--- config.mk ---
export PLATFORM = sky130hd
export DESIGN_NAME = yfu_fifo
export DESIGN_NICKNAME = d
export VERILOG_FILES = /design/src/rtl/yfu_fifo.sv
export SDC_FILE = /design/constraint.sdc
export NUM_CORES = 1
export LEC_CHECK = 0
export ABC_AREA = 1
export BUFFER_PORTS_ARGS = -buffer_cell sky130_fd_sc_hd__buf_2
export CORE_MARGIN = 4
export CORE_UTILIZATION = 60
export CTS_CLUSTER_DIAMETER = 40
export DETAILED_ROUTE_END_ITERATION = 10
export PLACE_DENSITY = 0.83
export SYNTH_ARGS = -nofsm -noshare
export SYNTH_HDL_FRONTEND = slang
export SYNTH_SLANG_ARGS = --single-unit
--- constraint.sdc ---
create_clock -name i_clk -period 5.7 [get_ports i_clk]
set_input_delay 1.71 -clock i_clk [delete_from_list [all_inputs] [get_ports i_clk]]
set_output_delay 1.71 -clock i_clk [all_outputs]
set_load 0.02 [all_outputs]
--- src/rtl/yfu_fifo.sv ---
// yfu_fifo: small register queue with head on the output and a fill count
// no dependencies
module yfu_fifo #(
    parameter int WIDTH = 32,
    parameter int DEPTH = 4
) (
    input  logic                           i_clk,
    input  logic                           i_rst_n,
    input  logic                           i_push,
    input  logic [WIDTH-1:0]               i_data,
    input  logic                           i_pop,
    output logic [WIDTH-1:0]               o_data,
    output logic                           o_empty,
    output logic [$clog2(DEPTH+1)-1:0]     o_used
);

    localparam int AW = (DEPTH > 1) ? $clog2(DEPTH) : 1;
    localparam int CW = $clog2(DEPTH + 1);

    logic [WIDTH-1:0] r_mem [DEPTH];
    logic [AW-1:0]    r_wptr, n_wptr;
    logic [AW-1:0]    r_rptr, n_rptr;
    logic [CW-1:0]    r_used, n_used;
    logic             do_push, do_pop;

    assign do_push = i_push && (r_used != CW'(DEPTH));
    assign do_pop  = i_pop && (r_used != '0);

    always_comb begin
        n_wptr = r_wptr;
        n_rptr = r_rptr;
        n_used = r_used;
        if (do_push) begin
            n_wptr = (r_wptr == AW'(DEPTH - 1)) ? '0 : r_wptr + AW'(1);
        end
        if (do_pop) begin
            n_rptr = (r_rptr == AW'(DEPTH - 1)) ? '0 : r_rptr + AW'(1);
        end
        if (do_push && !do_pop) begin
            n_used = r_used + CW'(1);
        end else if (do_pop && !do_push) begin
            n_used = r_used - CW'(1);
        end
    end

    always_ff @(posedge i_clk) begin
        if (!i_rst_n) begin
            r_wptr <= '0;
            r_rptr <= '0;
            r_used <= '0;
        end else begin
            r_wptr <= n_wptr;
            r_rptr <= n_rptr;
            r_used <= n_used;
        end
    end

    always_ff @(posedge i_clk) begin
        if (do_push) begin
            r_mem[r_wptr] <= i_data;
        end
    end

    assign o_data  = r_mem[r_rptr];
    assign o_empty = (r_used == '0);
    assign o_used  = r_used;

endmodule

* Yosys cells after proc, flatten, opt, wreduce, memory -nomap -nowiden *
Memory sizes are Yosys's and may differ from the RTL's. A register that Yosys moved wholly into a read port is not among the register bits.
Cells that the tools add are included.

storage, ports and cells
  bits in registers = 7
  memory bits (writable) = 128
  input bits = 36
  output and inout port bits = 36
  word-level logic and storage cells = 28
  memories = 1

memory list
  memory  depth  bits a word  rd ports  clocked after Yosys merged registers in  wr ports  RTL line  text
  r_mem   4      32           1         1                                        1         20        logic [WIDTH-1:0] r_mem [DEPTH];

cells by class
  add/subtract/negate cells = 4
  equal/unequal tests = 3
  mux-type cells = 8
  reductions and logical operators = 9

operators by type and width
  kind                                               number
  2-to-1 mux 2 bit                                   4
  2-to-1 mux 3 bit                                   2
  adder 2 x 1 -> 2 bit (second input constant)       2
  == test 2 bit (second input constant)              2
  logical AND 1 bit                                  4
  adder 3 x 1 -> 3 bit (second input constant)       1
  logical NOT 3 bit                                  1
  inequality test 3 bit (second input constant)      1
  nonzero test 3 bit                                 1
  subtractor 3 x 1 -> 3 bit (second input constant)  1
  logical NOT 1 bit                                  2
  2-to-1 mux 1 bit                                   2
  nonzero test 2 bit                                 1

* Logic depth before layout (Yosys ltp) *
Gate-level depths: netlist of the first run.

  depth in word-level cells = 6
  depth in mapped cells = 13
  mapped depth without buffers = 13

* Worst setup path after synthesis of the first run *
No wires, ideal clock.

  kind = in2reg
  start = input port i_push
  end = memory r_mem[0][0] (enable)
  setup time = 421 ps
  arrival = 3208 ps
  data required time = 5279 ps
  slack = 2071 ps
  stages = 2
  path buffers = 0
  cells stage by stage = nand2_1 nor2_1

on the way
  cells in the longest elaborated chain, start to end = 3

ends and longest elaborated chain
  element                                 RTL line  text
  start: declaration                      9         input logic i_push,
  logical AND 1 bit                       26        assign do_push = i_push && (r_used != CW'(DEPTH));
  2-to-1 mux 1 bit                        59        if (do_push) begin
  2-to-1 mux 1 bit (implied by the code)  60        r_mem[r_wptr] <= i_data;
  end: declaration                        20

Every way passes these cells.

==> impl_metrics.csv, run 1 <==
group,metric,value,unit
sta,finalSetupViolations,0,
sta,whs,529.1,ps
cells_and_area,layout_common_cells,"128 x edfxtp_1, 77 x nor2_1, 71 x buf_2, 38 x o21ai_0, 32 x o22ai_1",
logic_synthesis,synth_nets,423,
sta,layout_min_cycle_time,4284,ps
grt,grt_pass1_wl,15680,um
sta,rsz0062_at_grt,"no",
logic_synthesis,seq_area_frac_synth,76.34,%
pwr,p_int,2.067,mW
die,die_area,10350,um^2
cells_and_area,final_common_cell,"edfxtp_1",
grt,grt_pass1_vias,3258,
routing,wl_per_cell,18.04,um
pwr,power.net_switching,1.084,mW
routing,antenna_left,0,
place,place.gp.congestion,0.7163,
sta,hold_viol,0,
die,pin_count,72,
cells_and_area,nNetsFinal,495,
setup_path,cp-start-kind,"flip-flop",
setup_path,r2r-end,"r_mem[3][30]",
routing,wirelength,10290,um
logic_synthesis,ys_ff_latch,137,
clock_tree,htreeDepth,4,
routing,dr.pass1.iters,5,
setup_path,critPathKind,"reg -> out",
clock_tree,cts_buffers,17,
clock_tree,clk_latency,510,ps
logic_synthesis,ys_types,20,
hold_path,min-delay-start,"o_used[0]",
place,dp_hpwl,5556,um
pwr,p_seq_share,42.0,%
grt,track_usage,20.83,%
pwr,pwr-share-clk,31.2,%
clock_tree,cts_sinks,137,
clock_tree,cts_tree,"yes",
hold_path,hp-class,"reg -> reg",
logic_synthesis,synthCells,380,
die,coreArea,8382,um^2
setup_path,rrSetupSlack,3490,ps
setup_path,cp-end-kind,"output port",
die,die_h,101.7,um
routing,vias_per_cell,5.723,
sta,drv_slew,0,
routing,drt-initial-drc-count,169,
setup_path,worstPathMaxFanout,65,
sta,skew,5.539,ps
grt,grt_overflow_total,0,
grt,antenna_found_initial,1,
cells_and_area,syn2layout_area_growth,17.28,%
sta,worst_pin_slew,1173,ps
pwr,leakage,2.247,nW
pwr,swShare,34.40,%
die,row_count,33,
setup_path,crit_end,"o_data[27]",
die,start_util,62.89,%
clock_tree,cts_resized,0,
setup_path,reg2reg_depth,4,
logic_synthesis,yosysWarningCount,0,
sta,tns,0,ps
cells_and_area,n_antenna_cell,0,
place,placed_area,5639,um^2
sta,fin_crit_sh,75.16,%
setup_path,arrival,2570,ps
sta,fmax,233.4,MHz
clock_tree,cts_max_path_buffers,2,
status,status,"completed",
logic_synthesis,synth_area,5271,um^2
sta,timing.max_slew.rel_slack,21.82,%
clock_tree,cts_setup_buffers,0,
setup_path,cp.required,3990,ps
die,fp.dieW,101.7,um
place,port_buffers,71,
cells_and_area,drive_gt1_share,23.66,%
logic_synthesis,avgSynthCellArea,13.87,um^2
clock_tree,cts_hold_buffers,0,
clock_tree,root_buffer,"clkbuf_8",
pwr,p_per_area,509.7,nW/um^2
setup_path,worstReg2RegStart,"o_used[1]",
clock_tree,clkSlewWorstSetupHoldPaths,60,ps
flow_run,max-cap-violations,0,
cells_and_area,fin_area,6182,um^2
routing,drc,0,
pwr,p_comb_share,26.8,%
grt,grt_max_degree,66,
routing,vias,3262,
pwr,ir_drop,282.4,uV
==> stage by stage <==
| step | power (mW) | utilization [%] | setup WS [ps] | std cells |
|---|---|---|---|---|
| after floorplan | 1.932 | - | 2071 | 380 |
| after global placement | 2.149 | 67.28 | 2071 | 538 |
| after detailed placement | 2.183 | 67.28 | 1989 | 538 |
| after CTS | 3.169 | 73.76 | 1414 | 570 |
| after global routing | 3.306 | 73.76 | 1182 | 570 |
| final | 3.151 | 73.76 | 1416 | 570 |
==> Yosys cell counts (all sizes together) <==
master  count  share of area, %
nor2       81               5.8
nand3       1             0.095
edfxtp    128                73
nand4       1              0.12
buf        18               2.9
ha          6               1.4
nand3b      1              0.14
dfxtp       9               3.4
clkbuf      1             0.071
fa          1              0.38
inv        18               1.4
o21ai      66               6.3
o22ai      32               3.8
a21oi       2              0.19
nand2      15               1.1
==> power by group through the flow <==
stage	sequential, mW	combinational [mW]	clock [mW]
after global placement	1.34	0.813	0
after floorplan	1.30	0.632	0
after global routing	1.34	0.927	1.04
after detailed placement	1.34	0.840	0
final	1.32	0.843	0.983
after CTS	1.32	0.852	0.993
==> registers in the layout (all words and copies together) (netlist names), named ones only <==
register and cells:
r_rptr 2, r_mem 128, o_used 3, r_wptr 2
==> area by class of cell <==
class / instances / area, um^2
Sequential cell: 137 / 4025
Fill cell: 509 / 2200
Multi-Input combinational cell: 206 / 1045
Clock buffer: 17 / 414.1
Timing Repair Buffer: 72 / 362.8
Tap cell: 105 / 131.4
Clock inverter: 15 / 128.9
Inverter: 18 / 75.07
==> kinds of logic after synthesis <==
family,after synthesis,share of synthesized area (%)
compound gates,100,10.25
fa+ha+maj,7,1.804
flops,137,76.34
buf+inv,37,4.415
simple gates,99,7.192
==> worst max-delay path, stage by stage (launching register included) <==
cell and delay [ps]:
dfxtp_2 1100, inv_8 340, o21ai_1 300, o22ai_1 120
buf_2 170
==> routing by layer <==
metal	wire (um)	vias up	global-route usage, %
li1	-	1540	-
met1	3993	1573	23.81
met2	5338	131	35.76
met3	776	18	7.231
met4	176	0	8.691
met5	0	-	0
==> worst min-delay path by stage <==
| stage | cells after the start | to |
|---|---|---|
| 6_report | 2 | o_used[0] |
| 3_5_place_dp | 2 | o_used[0] |
| 3_3_place_gp | 2 | o_used[0] |
| 5_1_grt | 2 | o_used[0] |
| 4_1_cts | 2 | o_used[0] |
| 2_1_floorplan | 4 | flip-flop |
Power figures use the tool's default switching activity.
==> inputs of run 2 (changes only) <==
==> config.mk (replaced) <==
export PLATFORM = sky130hd
export DESIGN_NAME = yfu_fifo
export DESIGN_NICKNAME = d
export VERILOG_FILES = /design/src/rtl/yfu_fifo.sv
export SDC_FILE = /design/constraint.sdc
export NUM_CORES = 1
export LEC_CHECK = 0
export ABC_AREA = 0
export BUFFER_PORTS_ARGS = -buffer_cell sky130_fd_sc_hd__buf_2
export CORE_MARGIN = 4
export CORE_UTILIZATION = 51
export CTS_CLUSTER_DIAMETER = 40
export DETAILED_ROUTE_END_ITERATION = 10
export PLACE_DENSITY = 0.75
export SYNTH_ARGS = -nofsm -noshare
export SYNTH_HDL_FRONTEND = slang
export SYNTH_SLANG_ARGS = --single-unit
==> constraint.sdc (replaced) <==
create_clock -name i_clk -period 3.92 [get_ports i_clk]
set_input_delay 1.176 -clock i_clk [delete_from_list [all_inputs] [get_ports i_clk]]
set_output_delay 1.176 -clock i_clk [all_outputs]
set_load 0.02 [all_outputs]
==> run 2 against run 1 <==
Compared with the run above: global-route usage shrank 4.5 points; clock-buffer cell count grew 1; core utilization shrank 11 points; register-to-register slack lost 2000 ps; critical path depth shrank 1; flip-flop and latch count is the same; die area grew 13%; area after synthesis shrank 2.7%; worst setup slack lost 800 ps; sequential share of layout area grew 0.42 points.
==> impl_metrics.csv, run 2 <==
group,metric,value,unit
logic_synthesis,yosysTopAreaCellShare,74.93,%
cells_and_area,n_antenna_cell,0,
logic_synthesis,avgSynthCellArea,23.64,um^2
cells_and_area,drive_gt1_share,44.09,%
clock_tree,root_buffer,"clkbuf_8",
pwr,ir_drop,434.5,uV
die,row_count,36,
cells_and_area,fin_area,6145,um^2
die,die_h,108.3,um
setup_path,max_stage_delay,600,ps
routing,drt-initial-drc-count,168,
sta,hold_viol,0,
logic_synthesis,synth_edf_count,128,
clock_tree,clkSlewWorstSetupHoldPaths,60,ps
pwr,power.total,4.292,mW
sta,layout_min_cycle_time,3302,ps
clock_tree,htreeDepth,4,
setup_path,cp-start-kind,"flip-flop",
cells_and_area,largest_reg_flops,128,
clock_tree,cts_resized,0,
setup_path,crit_buf_inv,2,
die,pin_count,72,
clock_tree,cts_setup_buffers,0,
sta,tns,0,ps
setup_path,cp.depth,3,
logic_synthesis,ys_ff_latch,137,
pwr,leakage,2.128,nW
grt,antenna_found_initial,1,
clock_tree,cts_sinks,137,
cells_and_area,largest-register,"r_mem",
setup_path,cp-end-kind,"output port",
setup_path,cp.required,2740,ps
cells_and_area,layout_common_cells,"128 x edfxtp_1, 71 x buf_2, 30 x mux4_2, 16 x clkbuf_16, 7 x dfxtp_1",
routing,wl_per_cell,19.28,um
cells_and_area,nNetsFinal,344,
logic_synthesis,ys.flop_type,"edfxtp_1",
place,dp.cells,415,
setup_path,slowest_stage,"dfxtp_2",
sta,fmax,302.8,MHz
routing,antenna_left,0,
routing,vias,2333,
die,die_area,11730,um^2
logic_synthesis,synthCells,217,
routing,vias_per_cell,5.231,
hold_path,hp-class,"reg -> reg",
grt,grt_pass1_vias,2477,
grt,grt_overflow_total,0,
logic_synthesis,synth_area,5130,um^2
grt,grt_max_degree,33,
sta,worst_pin_slew,879.8,ps
die,start_util,52.48,%
sta,rsz0062_at_grt,"no",
routing,wirelength,8599,um
die,coreArea,9774,um^2
clock_tree,cts_max_path_buffers,2,
place,place.gp.congestion,0.7406,
die,fp.dieW,108.3,um
sta,fin_crit_sh,84.24,%
routing,dr.pass1.iters,4,
routing,drc,0,
logic_synthesis,ys_async_sr_fraction,0,%
logic_synthesis,seq_area_frac_synth,78.44,%
cells_and_area,syn2layout_area_growth,19.78,%
place,port_buffers,71,
grt,grt_pass1_wl,13510,um
setup_path,worstPathMaxFanout,21,
setup_path,reg2reg_depth,7,
setup_path,critPathKind,"reg -> out",
logic_synthesis,ys_types,25,
clock_tree,cts_hold_buffers,0,
hold_path,hold_depth,2,
logic_synthesis,synth_nets,260,
setup_path,arrival,2130,ps
grt,track_usage,16.35,%
cells_and_area,final_common_cell,"edfxtp_1",
cells_and_area,final_cell_count_no_fill,446,
clock_tree,clk_latency,500,ps
pwr,p_per_area,698.6,nW/um^2
sta,finalSetupViolations,0,
sta,skew,5.923,ps
logic_synthesis,synth_area_leader_cell,"edfxtp_1",
logic_synthesis,synth_top_cells_by_count,"128 x edfxtp_1, 30 x mux4_2, 9 x dfxtp_1",
logic_synthesis,synth_area_leaders,"edfxtp_1 75%, mux4_2 13%, dfxtp_1 3.5%, ha_1 1.5%, buf_12 1.2%",
status,status,"completed",
sta,drv_slew,0,
place,placed_area,5597,um^2
setup_path,path_cells,"buf_12, mux4_1, buf_2",
setup_path,critical_path.top_delay_family,"flip-flops",
logic_synthesis,yosysWarningCount,0,
logic_synthesis,yosysMostFrequentCell,"edfxtp_1",
clock_tree,cts_tree,"yes",
sta,timing.max_slew.rel_slack,41.35,%
flow_run,max-cap-violations,0,
clock_tree,cts_buffers,17,
run 2: where the power goes:
part	leakage (nW)	internal [mW]	switching [mW]
clock network	0.270	0.895	0.557
logic	0.610	0.423	0.523
registers	1.25	1.79	0.107
run 2: final cells by class:
| type | count | area (um^2) |
|---|---|---|
| fill | 690 | 3630 |
| clock inverter | 13 | 130.1 |
| timing repair buffer | 73 | 382.9 |
| clock buffer | 18 | 417.9 |
| tap | 133 | 166.4 |
| inverter | 3 | 11.26 |
| multi-input combinational | 69 | 1010 |
| sequential | 137 | 4026 |
run 2: worst paths after layout:
path | startpoint | to | slack (ps)
max | flip-flop | o_data[23] | 620
min | r_wptr[1] | r_wptr[1] | 500
max reg2reg | o_used[1] | o_used[2] | 1500
min reg2reg | r_wptr[1] | r_wptr[1] | 500
run 2: through the flow:
stage          setup WS [ps]  util [%]  hold WS, ps
6_report               617.6     62.86        502.6
4_1_cts                558.3     62.86        505.7
3_5_place_dp           967.1     57.26        490.8
5_1_grt                451.9     62.86        558.5
3_3_place_gp            1049     57.26        494.9
2_1_floorplan           1188         -        467.7
run 2: worst reg2reg max path: stages (launching register included):
cell and delay, ps:
dfxtp_1 370, o31ai_1 620, ha_1 300, inv_1 60, fa_1 370, xor2_1 170
or3_1 310, a21boi_0 150
run 2: cell families after synthesis:
group | share of synthesized area [%]
flops | 78.44
simple gates | 1.805
compound gates | 0.8049
xor+xnor | 0.3415
fa+ha+maj | 1.854
mux | 14.78
buf+inv | 1.975
run 2: routing by layer:
| layer | GRT usage (%) | share of wire (%) | up-vias |
|---|---|---|---|
| li1 | - | - | 1077 |
| met1 | 20.47 | 41 | 1162 |
| met2 | 26.42 | 51 | 81 |
| met3 | 6.388 | 6.2 | 11 |
| met4 | 5.410 | 1.2 | 2 |
| met5 | 0 | 0.19 | - |
==> inputs of run 3 (changes only) <==
--- a/config.mk
+++ b/config.mk
@@ -5,7 +5,7 @@
 export SDC_FILE = /design/constraint.sdc
 export NUM_CORES = 1
 export LEC_CHECK = 0
-export ABC_AREA = 0
+export ABC_AREA = 1
 export BUFFER_PORTS_ARGS = -buffer_cell sky130_fd_sc_hd__buf_2
 export CORE_MARGIN = 4
 export CORE_UTILIZATION = 51
==> constraint.sdc (replaced) <==
create_clock -name i_clk -period 2.83 [get_ports i_clk]
set_input_delay 0.849 -clock i_clk [delete_from_list [all_inputs] [get_ports i_clk]]
set_output_delay 0.849 -clock i_clk [all_outputs]
set_load 0.02 [all_outputs]
==> run 3 against run 2 <==
Compared with the run above: worst setup slack worse by 470 ps; core utilization grew 1.5 points; design area increased by 3.8%; register-to-register slack worse by 550 ps; first-iteration DRC count up 16%; combinational power up 99%; global-route usage rose by 1.8 points; via count increased by 40%; hold slack better by 36 ps; critical path type unchanged; critical endpoint is now o_data[21]; largest cell class unchanged.
==> impl_metrics.csv, run 3 (synthesized netlist as in run 1, its figures left out) <==
group,metric,value,unit
die,coreArea,9910,um^2
routing,vias,3257,
die,fp.dieW,109.7,um
cells_and_area,final_cell_count_no_fill,605,
setup_path,cp-end-kind,"output port",
routing,antenna_left,0,
setup_path,worstPathMaxFanout,32,
setup_path,worstReg2RegStart,"o_used[1]",
routing,drt-initial-drc-count,195,
clock_tree,clk_latency,510,ps
clock_tree,htreeDepth,4,
place,place.gp.congestion,0.7340,
hold_path,hold_depth,2,
pwr,power.total,6.549,mW
setup_path,cp.depth,4,
sta,rsz0062_at_grt,"no",
cells_and_area,largest-register,"r_mem",
cells_and_area,nNetsFinal,502,
pwr,p_per_area,1027,nW/um^2
setup_path,arrival,1830,ps
setup_path,critPathKind,"reg -> out",
setup_path,max_stage_delay,350,ps
sta,hold_viol,0,
die,die_area,12030,um^2
grt,grt_max_degree,65,
setup_path,crit_end,"o_data[21]",
die,pin_count,72,
clock_tree,cts_hold_buffers,0,
routing,dr.pass1.iters,4,
die,row_count,36,
setup_path,r2r-end,"o_used[2]",
routing,vias_per_cell,5.383,
pwr,ir_drop,577.6,uV
place,port_buffers,71,
sta,tns,0,ps
cells_and_area,layout_common_cells,"128 x edfxtp_1, 77 x nor2_1, 71 x buf_2, 38 x o21ai_0, 32 x o22ai_1",
sta,layout_min_cycle_time,2684,ps
clock_tree,cts_buffers,17,
sta,timing.max_slew.rel_slack,67.92,%
routing,drc,0,
grt,antenna_found_initial,0,
setup_path,cp.required,1980,ps
grt,grt_pass1_wl,15960,um
sta,skew,11.32,ps
sta,worst_pin_slew,480.6,ps
sta,whs,538.3,ps
setup_path,reg2reg_depth,12,
sta,fmax,372.6,MHz
clock_tree,cts_tree,"yes",
setup_path,crit_buf_inv,2,
grt,track_usage,18.13,%
cells_and_area,drive_gt1_share,24.58,%
sta,drv_slew,0,
sta,fin_crit_sh,94.84,%
clock_tree,clkSlewWorstSetupHoldPaths,60,ps
die,start_util,53.19,%
setup_path,slowest_stage,"dfxtp_1",
cells_and_area,largest_reg_flops,128,
setup_path,cp-start-kind,"flip-flop",
setup_path,path_cells,"buf_4, o21ai_0, o22ai_1, buf_2",
die,die_h,109.7,um
routing,wirelength,10700,um
sta,finalSetupViolations,0,
setup_path,rrSetupSlack,950,ps
clock_tree,cts_max_path_buffers,2,
status,status,"completed",
grt,grt_pass1_vias,3180,
routing,wl_per_cell,17.69,um
clock_tree,root_buffer,"clkbuf_8",
place,dp.cells,572,
setup_path,critical_path.top_delay_family,"buffers and inverters",
cells_and_area,final_common_cell,"edfxtp_1",
grt,grt_overflow_total,0,
pwr,leakage,2.313,nW
clock_tree,cts_sinks,137,
flow_run,max-cap-violations,0,
cells_and_area,n_antenna_cell,0,
cells_and_area,syn2layout_area_growth,20.98,%
hold_path,hp-class,"reg -> reg",
place,dp_hpwl,6023,um
## run 3: changes by cell type in the layout (fill, tap and decap cells not counted), moves of 9 or more
cell     previous run  this run
o21ai_0             3        38
o21ai_1             0        28
nand2_1             6        15
nor2_1              3        77
inv_1               3        16
o22ai_1             0        32
mux4_2             30         0
## run 3: metrics by stage
stage          utilization [%]  cell area [um^2]  setup WS, ps
2_1_floorplan                -              5271         61.54
3_3_place_gp             58.35              5782         626.4
3_5_place_dp             58.35              5782         587.2
4_1_cts                  64.09              6351         61.04
5_1_grt                  64.36              6377         10.98
6_report                 64.36              6377         146.1
## run 3: report_power, final
| group | total (mW) | switching [mW] | internal, mW | leakage [nW] |
|---|---|---|---|---|
| registers | 2.59 | 0.111 | 2.48 | 1.25 |
| logic | 1.88 | 1.29 | 0.595 | 0.807 |
| clock network | 2.08 | 0.825 | 1.25 | 0.257 |
## run 3: area by class of cell
type | count | area [um^2]
sequential | 137 | 4028
fill | 725 | 3532
multi-input combinational | 206 | 1045
timing repair buffer | 79 | 495.5
clock buffer | 18 | 417.9
tap | 133 | 166.4
clock inverter | 14 | 148.9
inverter | 18 | 76.32
## run 3: how the worst min path moves through the flow
stage                           from            to  slack, ps
after global placement     o_used[0]     o_used[0]        510
after CTS                 i_data[12]  r_mem[3][12]        530
after global routing      i_data[20]  r_mem[0][20]        530
after detailed placement   o_used[0]     o_used[0]        530
final                      o_used[0]     o_used[0]        540
after floorplan            r_rptr[1]     flip-flop        500
## run 3: worst reg2reg max path, cell delays in order (launching register included)
cell	delay, ps
dfxtp_1	350
nor2_1	160
nand2_1	90
nand2_1	170
ha_1	200
inv_1	60
fa_1	390
inv_1	70
nand2_1	70
nand3_1	80
nand2_1	50
inv_1	50
nor2_1	40
## run 3: layer usage
layer	vias to the layer above	global-route usage [%]	part of all wire [%]
li1	1553	-	-
met1	1586	22.50	41
met2	99	29.86	51
met3	19	5.226	6.2
met4	0	7.658	2.3
met5	-	0	0
## run 3: what timing repair did
action,in CTS,in global routing
cloned,0,1
gates resized for setup,1,1
endpoints found under the hold margin,0,0
endpoints found under the setup margin,1,3
buffers inserted,0,0
